## src/rtl/spifrc_pkg.sv

```systemverilog
// Shared types and constants for the SPI frame receive checker.
package spifrc_pkg;

	typedef enum logic [3:0] {
		PH_MK_HI  = 4'd0,
		PH_MK_LO  = 4'd1,
		PH_RS_HI  = 4'd2,
		PH_RS_LO  = 4'd3,
		PH_ST_HI  = 4'd4,
		PH_ST_LO  = 4'd5,
		PH_BODY   = 4'd6,
		PH_TL_HI  = 4'd7,
		PH_TL_LO  = 4'd8,
		PH_BAD_HI = 4'd9,
		PH_BAD_LO = 4'd10
	} phase_t;

	typedef enum logic [2:0] {
		ST_BUSY      = 3'd0,
		ST_GOOD      = 3'd1,
		ST_RETRY     = 3'd2,
		ST_BAD_MARK  = 3'd3,
		ST_NOT_READY = 3'd4,
		ST_ZERO_LEN  = 3'd5,
		ST_BAD_START = 3'd6,
		ST_BAD_TAIL  = 3'd7
	} status_t;

	localparam int unsigned NUM_COUNTERS = 8;
	localparam int unsigned CIDX_BITS    = 3;

	typedef enum logic [CIDX_BITS-1:0] {
		C_XFER     = 3'd0,
		C_MARKER   = 3'd1,
		C_CTR      = 3'd2,
		C_TAIL     = 3'd3,
		C_LEN      = 3'd4,
		C_READY    = 3'd5,
		C_START    = 3'd6,
		C_GOOD     = 3'd7
	} cidx_t;

	localparam logic [15:0] MARKER_WORD = 16'h0001;
	localparam logic [15:0] START_WORD  = 16'h0002;
	localparam logic [15:0] TAIL_WORD   = 16'h55AA;
	localparam logic [3:0]  READY_CODE  = 4'h1;

	typedef struct packed {
		logic  en;
		cidx_t idx;
	} bump_t;

endpackage

```

## src/rtl/spifrc_parser.sv

```systemverilog
// Frame parser: phase tracking, response checks and per-byte result.
module spifrc_parser #(
	parameter int LENGTH_BITS = 12
) (
	input  logic                     clk,
	input  logic                     arst_n,
	input  logic                     take,
	input  logic                     op,
	input  logic [7:0]               rx_byte,
	output logic [7:0]               res_byte,
	output logic                     res_pvalid,
	output spifrc_pkg::status_t      res_status,
	output spifrc_pkg::bump_t        bump
);
	import spifrc_pkg::*;

	phase_t                 phase_q, phase_d;
	logic                   second_q, second_d;
	logic [7:0]             hi_q, hi_d;
	logic [LENGTH_BITS-1:0] len_q, len_d;
	logic [LENGTH_BITS-1:0] seen_q, seen_d;
	logic                   sbad_q, sbad_d;
	logic [15:0]            word;
	logic [LENGTH_BITS-1:0] seen_inc;

	assign word     = {hi_q, rx_byte};
	assign seen_inc = seen_q + LENGTH_BITS'(1);

	always_comb begin
		phase_d    = phase_q;
		second_d   = second_q;
		hi_d       = hi_q;
		len_d      = len_q;
		seen_d     = seen_q;
		sbad_d     = sbad_q;
		res_byte   = 8'd0;
		res_pvalid = 1'b0;
		res_status = ST_BUSY;
		bump       = '{en: 1'b0, idx: C_XFER};
		if (!op) begin
			case (phase_q)
				PH_MK_LO: begin
					if (word == MARKER_WORD) begin
						phase_d = PH_RS_HI;
					end else begin
						bump    = '{en: 1'b1, idx: C_MARKER};
						phase_d = PH_BAD_HI;
					end
				end
				PH_RS_HI, PH_ST_HI, PH_TL_HI: begin
					hi_d    = rx_byte;
					phase_d = phase_t'(phase_q + 4'd1);
				end
				PH_RS_LO: begin
					if (word[15:12] != READY_CODE) begin
						phase_d = PH_MK_HI;
						if (second_q) begin
							bump       = '{en: 1'b1, idx: C_READY};
							second_d   = 1'b0;
							res_status = ST_NOT_READY;
						end else begin
							second_d   = 1'b1;
							res_status = ST_RETRY;
						end
					end else if (word[LENGTH_BITS-1:0] == '0) begin
						bump       = '{en: 1'b1, idx: C_LEN};
						phase_d    = PH_MK_HI;
						second_d   = 1'b0;
						res_status = ST_ZERO_LEN;
					end else begin
						len_d    = word[LENGTH_BITS-1:0];
						second_d = 1'b0;
						phase_d  = PH_ST_HI;
					end
				end
				PH_BAD_HI: phase_d = PH_BAD_LO;
				PH_BAD_LO: begin
					phase_d    = PH_MK_HI;
					second_d   = !second_q;
					res_status = second_q ? ST_BAD_MARK : ST_RETRY;
				end
				PH_ST_LO: begin
					sbad_d  = (word != START_WORD);
					seen_d  = '0;
					phase_d = PH_BODY;
				end
				PH_BODY: begin
					res_byte   = rx_byte;
					res_pvalid = 1'b1;
					seen_d     = seen_inc;
					if (seen_inc >= len_q)
						phase_d = PH_TL_HI;
				end
				PH_TL_LO: begin
					if (sbad_q) begin
						bump       = '{en: 1'b1, idx: C_START};
						res_status = ST_BAD_START;
					end else if (word != TAIL_WORD) begin
						bump       = '{en: 1'b1, idx: C_TAIL};
						res_status = ST_BAD_TAIL;
					end else begin
						bump       = '{en: 1'b1, idx: C_GOOD};
						res_status = ST_GOOD;
					end
					phase_d  = PH_MK_HI;
					second_d = 1'b0;
				end
				default: begin
					// first marker byte, also taken for unused phase codes
					hi_d    = rx_byte;
					phase_d = PH_MK_LO;
				end
			endcase
		end
	end

	always_ff @(posedge clk or negedge arst_n) begin
		if (!arst_n) begin
			phase_q  <= PH_MK_HI;
			second_q <= 1'b0;
			hi_q     <= '0;
			len_q    <= '0;
			seen_q   <= '0;
			sbad_q   <= 1'b0;
		end else if (take) begin
			phase_q  <= phase_d;
			second_q <= second_d;
			hi_q     <= hi_d;
			len_q    <= len_d;
			seen_q   <= seen_d;
			sbad_q   <= sbad_d;
		end
	end

endmodule

```

## src/rtl/spi_frame_receive_checker_top.sv

```systemverilog
// Top level of the SPI frame receive checker: handshake, counters, result register.
//
// Each transaction carries one link byte (op 0) or a counter read (op 1) and
// yields exactly one result in the cycle after acceptance. The block takes
// one transaction per clock while in_stall is low: the parser updates its
// state at the accept edge and the result lands in a single output register,
// which reloads in the same cycle it is taken, so in_stall rises only while
// that register holds a result the sink is stalling. Eight COUNTER_BITS-wide
// statistics counters are read through counter_value (low 32 bits); a read
// sees every byte accepted before it.
module spi_frame_receive_checker_top #(
	parameter int LENGTH_BITS  = 12,
	parameter int COUNTER_BITS = 32
) (
	input  logic        clk,
	input  logic        arst_n,
	input  logic        in_valid,
	output logic        in_stall,
	input  logic        op,
	input  logic [7:0]  rx_byte,
	input  logic [2:0]  counter_index,
	output logic        out_valid,
	input  logic        out_stall,
	output logic [7:0]  payload_byte,
	output logic        payload_valid,
	output logic [2:0]  status,
	output logic [31:0] counter_value
);
	import spifrc_pkg::*;

	logic                    take;
	logic [7:0]              res_byte;
	logic                    res_pvalid;
	status_t                 res_status;
	bump_t                   bump;
	logic [COUNTER_BITS-1:0] cnt_q [NUM_COUNTERS];
	logic                    out_valid_q;
	logic [7:0]              pbyte_q;
	logic                    pvalid_q;
	logic [2:0]              status_q;
	logic [31:0]             cval_q;

	assign in_stall = out_valid_q && out_stall;
	assign take     = in_valid && !in_stall;

	spifrc_parser #(
		.LENGTH_BITS(LENGTH_BITS)
	) u_parser (
		.clk        (clk),
		.arst_n     (arst_n),
		.take       (take),
		.op         (op),
		.rx_byte    (rx_byte),
		.res_byte   (res_byte),
		.res_pvalid (res_pvalid),
		.res_status (res_status),
		.bump       (bump)
	);

	always_ff @(posedge clk or negedge arst_n) begin
		if (!arst_n) begin
			for (int i = 0; i < NUM_COUNTERS; i++)
				cnt_q[i] <= '0;
		end else if (take && bump.en) begin
			cnt_q[bump.idx] <= cnt_q[bump.idx] + COUNTER_BITS'(1);
		end
	end

	always_ff @(posedge clk or negedge arst_n) begin
		if (!arst_n) begin
			out_valid_q <= 1'b0;
		end else if (take) begin
			out_valid_q <= 1'b1;
		end else if (!out_stall) begin
			out_valid_q <= 1'b0;
		end
	end

	always_ff @(posedge clk) begin
		if (take) begin
			pbyte_q  <= res_byte;
			pvalid_q <= res_pvalid;
			status_q <= res_status;
			cval_q   <= op ? 32'(cnt_q[counter_index]) : 32'd0;
		end
	end

	assign out_valid     = out_valid_q;
	assign payload_byte  = pbyte_q;
	assign payload_valid = pvalid_q;
	assign status        = status_q;
	assign counter_value = cval_q;

endmodule

```

## config.mk

```make
export PLATFORM = sky130hd
export DESIGN_NAME = spi_frame_receive_checker_top
export DESIGN_NICKNAME = d
export VERILOG_FILES = /design/src/rtl/spifrc_pkg.sv /design/src/rtl/spifrc_parser.sv /design/src/rtl/spi_frame_receive_checker_top.sv
export SDC_FILE = /design/constraint.sdc
export NUM_CORES = 1
export LEC_CHECK = 0
export BUFFER_PORTS_ARGS = -buffer_cell sky130_fd_sc_hd__buf_2
export CORE_MARGIN = 8
export CORE_UTILIZATION = 57
export CTS_CLUSTER_DIAMETER = 100
export CTS_CLUSTER_SIZE = 12
export DETAILED_ROUTE_END_ITERATION = 8
export GPL_ROUTABILITY_DRIVEN = 0
export GPL_TIMING_DRIVEN = 0
export PLACE_DENSITY_LB_ADDON = 0.3
export SYNTH_ARGS = -nofsm -noshare
export SYNTH_HDL_FRONTEND = slang
export SYNTH_HIERARCHICAL = 1
export SYNTH_SLANG_ARGS = --single-unit
```

## constraint.sdc

```tcl
create_clock -name clk -period 5.4 [get_ports clk]
set_input_delay 0 -clock clk [delete_from_list [all_inputs] [get_ports clk]]
set_output_delay 0 -clock clk [all_outputs]
set_load 0.02 [all_outputs]
```

==> summary.md <==
| Metric | Value |
|---|---|
| Status | `finished, final reports clean` |
| CP endpoint kind | `register` |
| IO Pins | `62` |
| Tot GR Track Use | `24.7%` |
| Drt drc | `0` |
| Starting DRT DRC Count | `approximately 1200` |
| PwrDens | `between 300 and 400 mW/mm^2` |
| Clk Latency, worst-skew pair | `0.52 ns` |
| Count of flip-flops with a built-in enable after synthesis | `44` |
| Worst Max-Slew Pin Slew | `1.24 ns` |
| Worst Path Max Fanout | `10` |
| Largest net degree at the start of global routing | `117` |
| Vias in the first global route | `between 10000 and 15000` |
| Most used DFF post-synth | `dfrtp_1` |
| Lkg Pwr | `9.00 nW` |
| Hold path depth | `2` |
| Initial Util | `57.7%` |
| Worst Hold Endpoint | `counter_value[7]$_SDFFCE_PN0P_` |
| Fmax | `193 MHz` |
| FF+latch count, synth | `roughly 340` |
| Clk sinks | `339` |
| Max cap viols | `0` |
| R2R cell count | `18` |
| CTS H-tree lvls | `2` |
| Port Buffer Count | `58` |
| Initial antenna violation count | `0` |
| Die area | `0.0377 mm^2` |
| Arrival time at the worst endpoint | `5.56 ns` |
| Area growth syn-to-layout | `12.6%` |
| Cell area after layout | `roughly 0.020 mm^2` |
| Avg Synthesized Cell Area | `approximately 13 um^2` |
| Share of cells above drive strength 1 | `33.4%` |
| Most frequent cells in the layout | `dfrtp_1 (294), mux2_2 (188), nand2_1 (126)` |
| Syn nets | `1393` |
| Final TNS setup | `0 ns` |
| Yosys warning count | `6` |
| Tmin final | `5.19 ns` |
| Worst EP required | `5.76 ns` |
| Fillcell total | `2307` |
| Drt wl/cell | `24.6 um` |
| Multi-input gate area | `0.00902 mm^2` |
| Placed cell area | `roughly 0.019 mm^2` |
| Startpoint types | `register` |
| Clock Tree Root | `clkbuf_16` |
| Max Slew Vio Count | `0` |
| Antenna viol nets, final | `0` |
| ANT cells | `0` |
| Worst R2R Setup Slack | `between 0.2 and 0.25 ns` |
| Hold path start | `op` |
| FF/Latch Area | `between 0.008 and 0.009 mm^2` |
| Post-Syn Area | `0.0181 mm^2` |
| Final core utilization | `64.9%` |
| Reg clk slew, reported paths | `0.06 ns` |
| Worst setup path class | `reg2reg` |
| Slew HR | `between 10% and 20%` |
| Hold crit path type | `in2reg` |
| Cell count after synthesis | `1359` |
| Die height | `slightly below 200 um` |
| Final hold viol count | `0` |
| Fin Hold WS | `0.0151 ns` |
| HPWL after DPL | `just over 30 mm` |
| Commonest non-fill, non-tap cell in the layout | `dfrtp_1` |
| Core area | `0.0314 mm^2` |
| Clk_skew | `0.0170 ns` |
| Final period utilization | `96.1%` |
| Via count | `~12000` |
| Cell variety after synth | `71` |
| Die extent in x | `a little under 200 um` |
| CTS buffer count | `34` |
| Clk buf depth | `3` |
| CTS tree | `yes` |
| DRT Wirelength | `~47 mm` |
| Unrepaired setup endpoints after global routing | `false` |
| First-pass GRT wire length | `73.5 mm` |
| Nets | `about 1500` |
| Total gr overflow | `0` |
| Final setup vio count | `0` |
| Asr flop ratio synth | `87.0%` |
| Worst R2R End | `cnt_q[144]$_DFFE_PN0P_` |
| Seq/Total Area, Yosys | `slightly below 50%` |
| DR pass1 iterations | `5` |
| Peak supply drop | `0.229 mV` |
| Num rows | `65` |
| FF-to-FF Start | `u_parser/hi_q[4]$_DFFE_PN0P_` |
| Vias per inst | `6.48` |
## per-stage QoR
stage	power [mW]	setup WS (ns)	std cells
floorplan	3.68	0.343	1359
global placement	4.01	-1.76	1819
detailed placement	4.04	-1.87	1822
CTS	6.32	0.000845	1887
global route	6.60	0.00274	1897
finish	6.36	0.208	1897
## synthesized netlist by cell type (all sizes together) (2+ instances only)
library cell | n | share of area, %
dfrtp | 295 | 41
mux2 | 198 | 13
nand2 | 126 | 2.6
mux4 | 120 | 15
o21ai | 116 | 3.2
mux2i | 65 | 3.6
clkbuf | 51 | 1.1
edfxtp | 44 | 7.3
nor2b | 43 | 1.5
buf | 38 | 1.6
xnor2 | 29 | 1.5
nor2 | 26 | 0.55
inv | 21 | 0.44
nand3 | 19 | 0.59
ha | 18 | 1.2
nor4 | 17 | 1.0
a21oi | 16 | 0.44
and2 | 15 | 0.53
xor2 | 10 | 0.48
nor3 | 9 | 0.28
or3 | 9 | 0.37
a31oi | 6 | 0.21
nand2b | 6 | 0.21
nand4 | 6 | 0.21
a22o | 5 | 0.24
o31ai | 5 | 0.21
and3 | 4 | 0.14
o211ai | 4 | 0.17
or2 | 4 | 0.14
a21o | 3 | 0.12
nand4b | 3 | 0.18
nor4b | 3 | 0.15
or4 | 3 | 0.17
a221oi | 2 | 0.097
nand3b | 2 | 0.083
o2111ai | 2 | 0.097
or4b | 2 | 0.13
## kinds of logic (layout without fill, tap and decap cells)
| kind of cell | count (synthesis) | in the layout | synth area share (%) |
|---|---|---|---|
| buffers and inverters | 110 | 246 | 3.11 |
| AOI/OAI and AO/OA | 170 | 170 | 5.38 |
| muxes | 383 | 383 | 31.3 |
| DFF | 339 | 339 | 48.1 |
| adders and majority gates | 18 | 18 | 1.24 |
| xor gates and xnor gates | 39 | 39 | 1.97 |
| and+or+nand+nor | 300 | 300 | 8.96 |
## flip-flops by register name (all words and copies together), names as in the netlist, 3 cells and up
signal and flops:
u_parser/seen_q 12, u_parser/phase_q 4, cnt_q 256, u_parser/len_q 12, status 3, counter_value 32
payload_byte 8, u_parser/hi_q 8
## worst max-delay path by stage
stage                                          startpoint                      to  slack (ns)  depth (start not counted)
after floorplan           u_parser/phase_q[0]$_DFFE_PN0P_  cnt_q[116]$_DFFE_PN0P_        0.34                         21
after global placement       u_parser/hi_q[1]$_DFFE_PN0P_   cnt_q[26]$_DFFE_PN0P_       -1.76                         19
after detailed placement     u_parser/hi_q[1]$_DFFE_PN0P_  cnt_q[218]$_DFFE_PN0P_       -1.87                         19
after CTS                 u_parser/phase_q[3]$_DFFE_PN0P_  cnt_q[148]$_DFFE_PN0P_      0.0008                         20
after global routing      u_parser/phase_q[0]$_DFFE_PN0P_  cnt_q[190]$_DFFE_PN0P_       0.003                         22
final                        u_parser/hi_q[4]$_DFFE_PN0P_  cnt_q[144]$_DFFE_PN0P_        0.21                         18
## report_power, final
part | switching [mW] | internal, mW | leakage [nW]
clock | 0.972 | 1.25 | 0.481
combinational | 0.756 | 0.566 | 3.99
sequential | 0.111 | 2.71 | 4.53
total | 1.84 | 4.52 | 9.00
## repair_timing
| item | 4_1_cts | 5_1_grt |
|---|---|---|
| setup endpoints to repair | 140 | 104 |
| pin swaps | 4 | 8 |
| buffers inserted | 2 | 12 |
| hold buffers | 11 | 0 |
| hold endpoints to repair | 100 | 0 |
| gates resized for setup | 31 | 17 |
## worst max-delay path: stages (launching register included)
cell	delay [ns]
dfrtp_1	0.46
nor4_1	0.41
nand4_1	0.21
nand3_1	0.25
a21oi_2	0.09
buf_6	0.15
buf_12	0.15
buf_12	0.16
buf_12	0.15
buf_2	0.23
o211ai_1	0.28
buf_4	0.17
ha_1	0.20
inv_1	0.05
or4_4	0.57
or4_4	0.65
or3_4	0.40
xnor2_4	0.29
o21ai_0	0.15
## area by class of cell
class	count	area share, %
clock buffer	53	4.84
inverter	21	0.387
timing repair buffer	86	2.90
tap	402	2.47
multi-input combinational	910	44.3
clock inverter	1	0.0552
buffer	85	2.39
sequential	339	42.7
## per-layer routing
| layer | up-vias | share of wire [%] | track usage (%) |
|---|---|---|---|
| met5 | - | 0 | 0 |
| li1 | 5319 | - | - |
| met2 | 469 | 49 | 40.5 |
| met3 | 123 | 6.1 | 4.01 |
| met4 | 0 | 3.6 | 10.1 |
| met1 | 6383 | 41 | 32.5 |
Note: power is estimated with default switching activity, not from simulation.
